## src/design/rcd_ram.sv

```systemverilog
`timescale 1ns / 1ps
module rcd_ram #(
    parameter int WIDTH = 8,
    parameter int DEPTH = 64
) (
    input  logic                     i_clk,
    input  logic                     i_we,
    input  logic [$clog2(DEPTH)-1:0] i_waddr,
    input  logic [WIDTH-1:0]         i_wdata,
    input  logic                     i_re,
    input  logic [$clog2(DEPTH)-1:0] i_raddr,
    output logic [WIDTH-1:0]         o_rdata
);

    logic [WIDTH-1:0] r_mem [DEPTH];
    logic [WIDTH-1:0] r_rdata;

    always_ff @(posedge i_clk) begin
        if (i_we) begin
            r_mem[i_waddr] <= i_wdata;
        end
        if (i_re) begin
            r_rdata <= r_mem[i_raddr];
        end
    end

    assign o_rdata = r_rdata;

endmodule

```

## config.mk

```make
export PLATFORM = sky130hd
export DESIGN_NAME = rcd_ram
export DESIGN_NICKNAME = d
export VERILOG_FILES = /design/src/design/rcd_ram.sv
export SDC_FILE = /design/constraint.sdc
export NUM_CORES = 1
export LEC_CHECK = 0
export BUFFER_PORTS_ARGS = -buffer_cell sky130_fd_sc_hd__buf_2
export CORE_UTILIZATION = 45
export CTS_BUF_LIST = sky130_fd_sc_hd__clkbuf_16
export CTS_CLUSTER_SIZE = 16
export DETAILED_ROUTE_END_ITERATION = 8
export PLACE_DENSITY_LB_ADDON = 0.1
export SKIP_CTS_REPAIR_TIMING = 1
export SLEW_MARGIN = 25
export SYNTH_ARGS = -nofsm -noshare
export SYNTH_HDL_FRONTEND = slang
export SYNTH_SLANG_ARGS = --single-unit
```

## constraint.sdc

```tcl
create_clock -name i_clk -period 6.33 [get_ports i_clk]
set_clock_uncertainty 0.2 [all_clocks]
set_input_delay 0.633 -clock i_clk [delete_from_list [all_inputs] [get_ports i_clk]]
set_output_delay 0.633 -clock i_clk [all_outputs]
set_load 0.01 [all_outputs]
```

==> impl_metrics.env <==
export IMPL_grt_ovfl_total=0
export IMPL_crit_top_cell="mux4_2"
export IMPL_ys_warn_count=0
export IMPL_power_density_nw_per_um2=320.7
export IMPL_insertedDiodeCount=0
export IMPL_vias=9426
export IMPL_drtPass1Iterations=5
export IMPL_yosysTopAreaCellShare=0.7712
export IMPL_synth_edf_count=520
export IMPL_routabilityCongestion=0.7514
export IMPL_vias_per_cell=5.793
export IMPL_hpwlAfterDp_um=27170
export IMPL_cts_root_buffer="clkbuf_16"
export IMPL_fillers=3525
export IMPL_first_iter_violations=828
export IMPL_wl_um=46440
export IMPL_start_kind="input pin"
export IMPL_clkTransAtPathRegs_ps=60
export IMPL_required_ps=6470
export IMPL_rsz0062_at_grt="no"
export IMPL_synthDistinctLibCells=39
export IMPL_grt_pass1_vias=9599
export IMPL_placed_area_sq_um=20980
export IMPL_cap_violations=0
export IMPL_drc=0
export IMPL_hold_path_class="in2reg"
export IMPL_grt_first_pass_wirelength_um=68100
export IMPL_peakVddDrop_v=0.0002302
export IMPL_io_buffers=30
export IMPL_die_w_um=214.1
export IMPL_synth_area_leader_cell="edfxtp_1"
export IMPL_core_area_sq_um=44320
export IMPL_power_leakage_nw=7.070
export IMPL_worstPathArrival_ps=3400
export IMPL_ys_top_cells_by_area="edfxtp_1 (77%), mux4_2 (14%), nor2_1 (1.5%)"
export IMPL_grt_usage=0.2064
export IMPL_syn_nets=963
export IMPL_fin_crit_ps=3266
export IMPL_critPathSlowestCell="clkbuf_8"
export IMPL_antenna_found_initial=2
export IMPL_wl_per_cell_um=28.54
export IMPL_outcome="finished clean"
export IMPL_fmax_ghz=0.3062
export IMPL_grt_max_degree=65
export IMPL_finish_instance_area_sq_um=22720
export IMPL_numCtsBuffers=54
export IMPL_slew_viol_final=0
export IMPL_ys_ff_latch=520
export IMPL_tightest_slew_ps=999.1
export IMPL_fin_nets=1014
export IMPL_drive_gt1_frac=0.2541
export IMPL_crit_family="buffers and inverters"
export IMPL_path_max_fanout=61
export IMPL_cts_max_level=2
export IMPL_clkSinkCount=520
export IMPL_ys_seq_area_frac=0.7712
export IMPL_start_util=0.4569
export IMPL_synth_area_per_cell_sq_um=21.54
export IMPL_period_share=0.5160
export IMPL_io_pins=31
export IMPL_path_class="in2reg"
export IMPL_critPathMaxStageDelay_ps=610
export IMPL_setup_viol=0
export IMPL_async_reset_ff_frac=0
export IMPL_critPathBufInv=2
export IMPL_register_area_sq_um=15620
export IMPL_syn_to_final_growth_pct=12.22
export IMPL_syn_area_sq_um=20250
export IMPL_dieArea_sq_um=45850
export IMPL_multi_input_area_sq_um=4315
export IMPL_antenna_left=0
export IMPL_hold_violations=0
export IMPL_die_y_um=214.1
export IMPL_crit_chain="clkbuf_8 -> buf_4 -> mux4_2 -> mux4_2 -> nor2_1 -> nor3_1 -> o2bb2ai_1"
export IMPL_finalSetupTns_ps=0
export IMPL_insertion_delay_ps=600
export IMPL_netlist_instances=940
export IMPL_cts_max_path_buffers=3
export IMPL_synth_ff_type="edfxtp_1"
export IMPL_relSlewSlack=0.3315
export IMPL_crit_path_end_kind="flip-flop"
export IMPL_rows=77
export IMPL_cts_tree="done"
-- routing by layer --
metal  GRT usage  wire length (um)  vias to the layer above
li1            -                 -                     4049
met1      0.3085             20820                     4995
met2      0.3049             21240                      299
met3     0.04582              3102                       79
met5           0                27                        -
met4     0.06190              1244                        4
-- sequential cells by signal, indices dropped and copies added, names as in the netlist --
name	flops
r_mem	512
o_rdata	8
-- synth_stat cells, types with 4 or more instances --
cell,number
edfxtp_1,520
mux4_2,126
nor2_1,83
mux2i_1,23
nand2_1,19
clkbuf_1,17
nor2b_1,14
buf_4,13
mux2_2,13
nand3_1,13
buf_2,11
o221ai_1,8
o22ai_1,8
nand2b_1,7
nor3_1,7
a221oi_1,6
a211oi_1,4
buf_1,4
buf_6,4
-- final timing paths --
path,slack (ps),cells past startpoint,startpoint,end
setup / recovery,3060,7,i_raddr[0],o_rdata[2]$_DFFE_PP_
hold / removal,230,1,i_re,o_rdata[2]$_DFFE_PP_
setup reg to reg,3920,5,r_mem[15][2]$_DFFE_PP_,o_rdata[2]$_DFFE_PP_
hold reg to reg,730,3,r_mem[27][6]$_DFFE_PP_,o_rdata[6]$_DFFE_PP_
-- kinds of logic after synthesis --
logic type | after synthesis | share of synthesized area
flip-flops | 520 | 0.7712
multiplexers | 162 | 0.1588
AND/OR/NAND/NOR | 153 | 0.03374
AO/OA/AOI/OAI | 54 | 0.02064
buffers and inverters | 51 | 0.01563
-- placed cells by master (no fill, tap or decap), types with 11 or more instances in the layout --
master,count
edfxtp_1,520
mux4_2,126
nor2_1,83
mux2i_1,23
mux2_2,13
clkinv_1,11
nand2_1,19
buf_2,24
buf_4,20
clkbuf_16,57
nor2b_1,14
inv_1,13
nand3_1,13
-- power by group --
part	internal, W	total [W]	switching (W)
clock network	0.00182	0.00311	0.00129
registers	0.00382	0.00383	0.00000848
logic	0.000127	0.000350	0.000223
total	0.00577	0.00729	0.00152
-- cell type report --
| cell class | instances | share of cell area |
|---|---|---|
| timing repair buffer | 46 | 0.01338 |
| tap | 592 | 0.03260 |
| sequential | 520 | 0.6872 |
| multi-input combinational | 369 | 0.1899 |
| clock inverter | 43 | 0.01410 |
| clock buffer | 57 | 0.06278 |
-- worst register-to-register path, delay by kind of cell (launching register included) --
family / cells / cell delay [ps]
AND/OR/NAND/NOR: 2 / 450
flip-flops: 1 / 370
AO/OA/AOI/OAI: 1 / 140
multiplexers: 2 / 990
-- per-stage QoR --
stage          total power [W]  setup slack (ps)  std cells  hold slack [ps]    util
4_1_cts               0.007351              3066       1627            205.5  0.5127
6_report              0.007288              3064       1627            233.8  0.5127
5_1_grt               0.007493              2967       1627            221.6  0.5127
3_3_place_gp          0.004255              2443       1527            689.2  0.4731
2_1_floorplan         0.004102              3691        940            531.9       -
3_5_place_dp          0.004257              2423       1527            699.1  0.4733
Note: power is estimated with default switching activity, not from simulation.
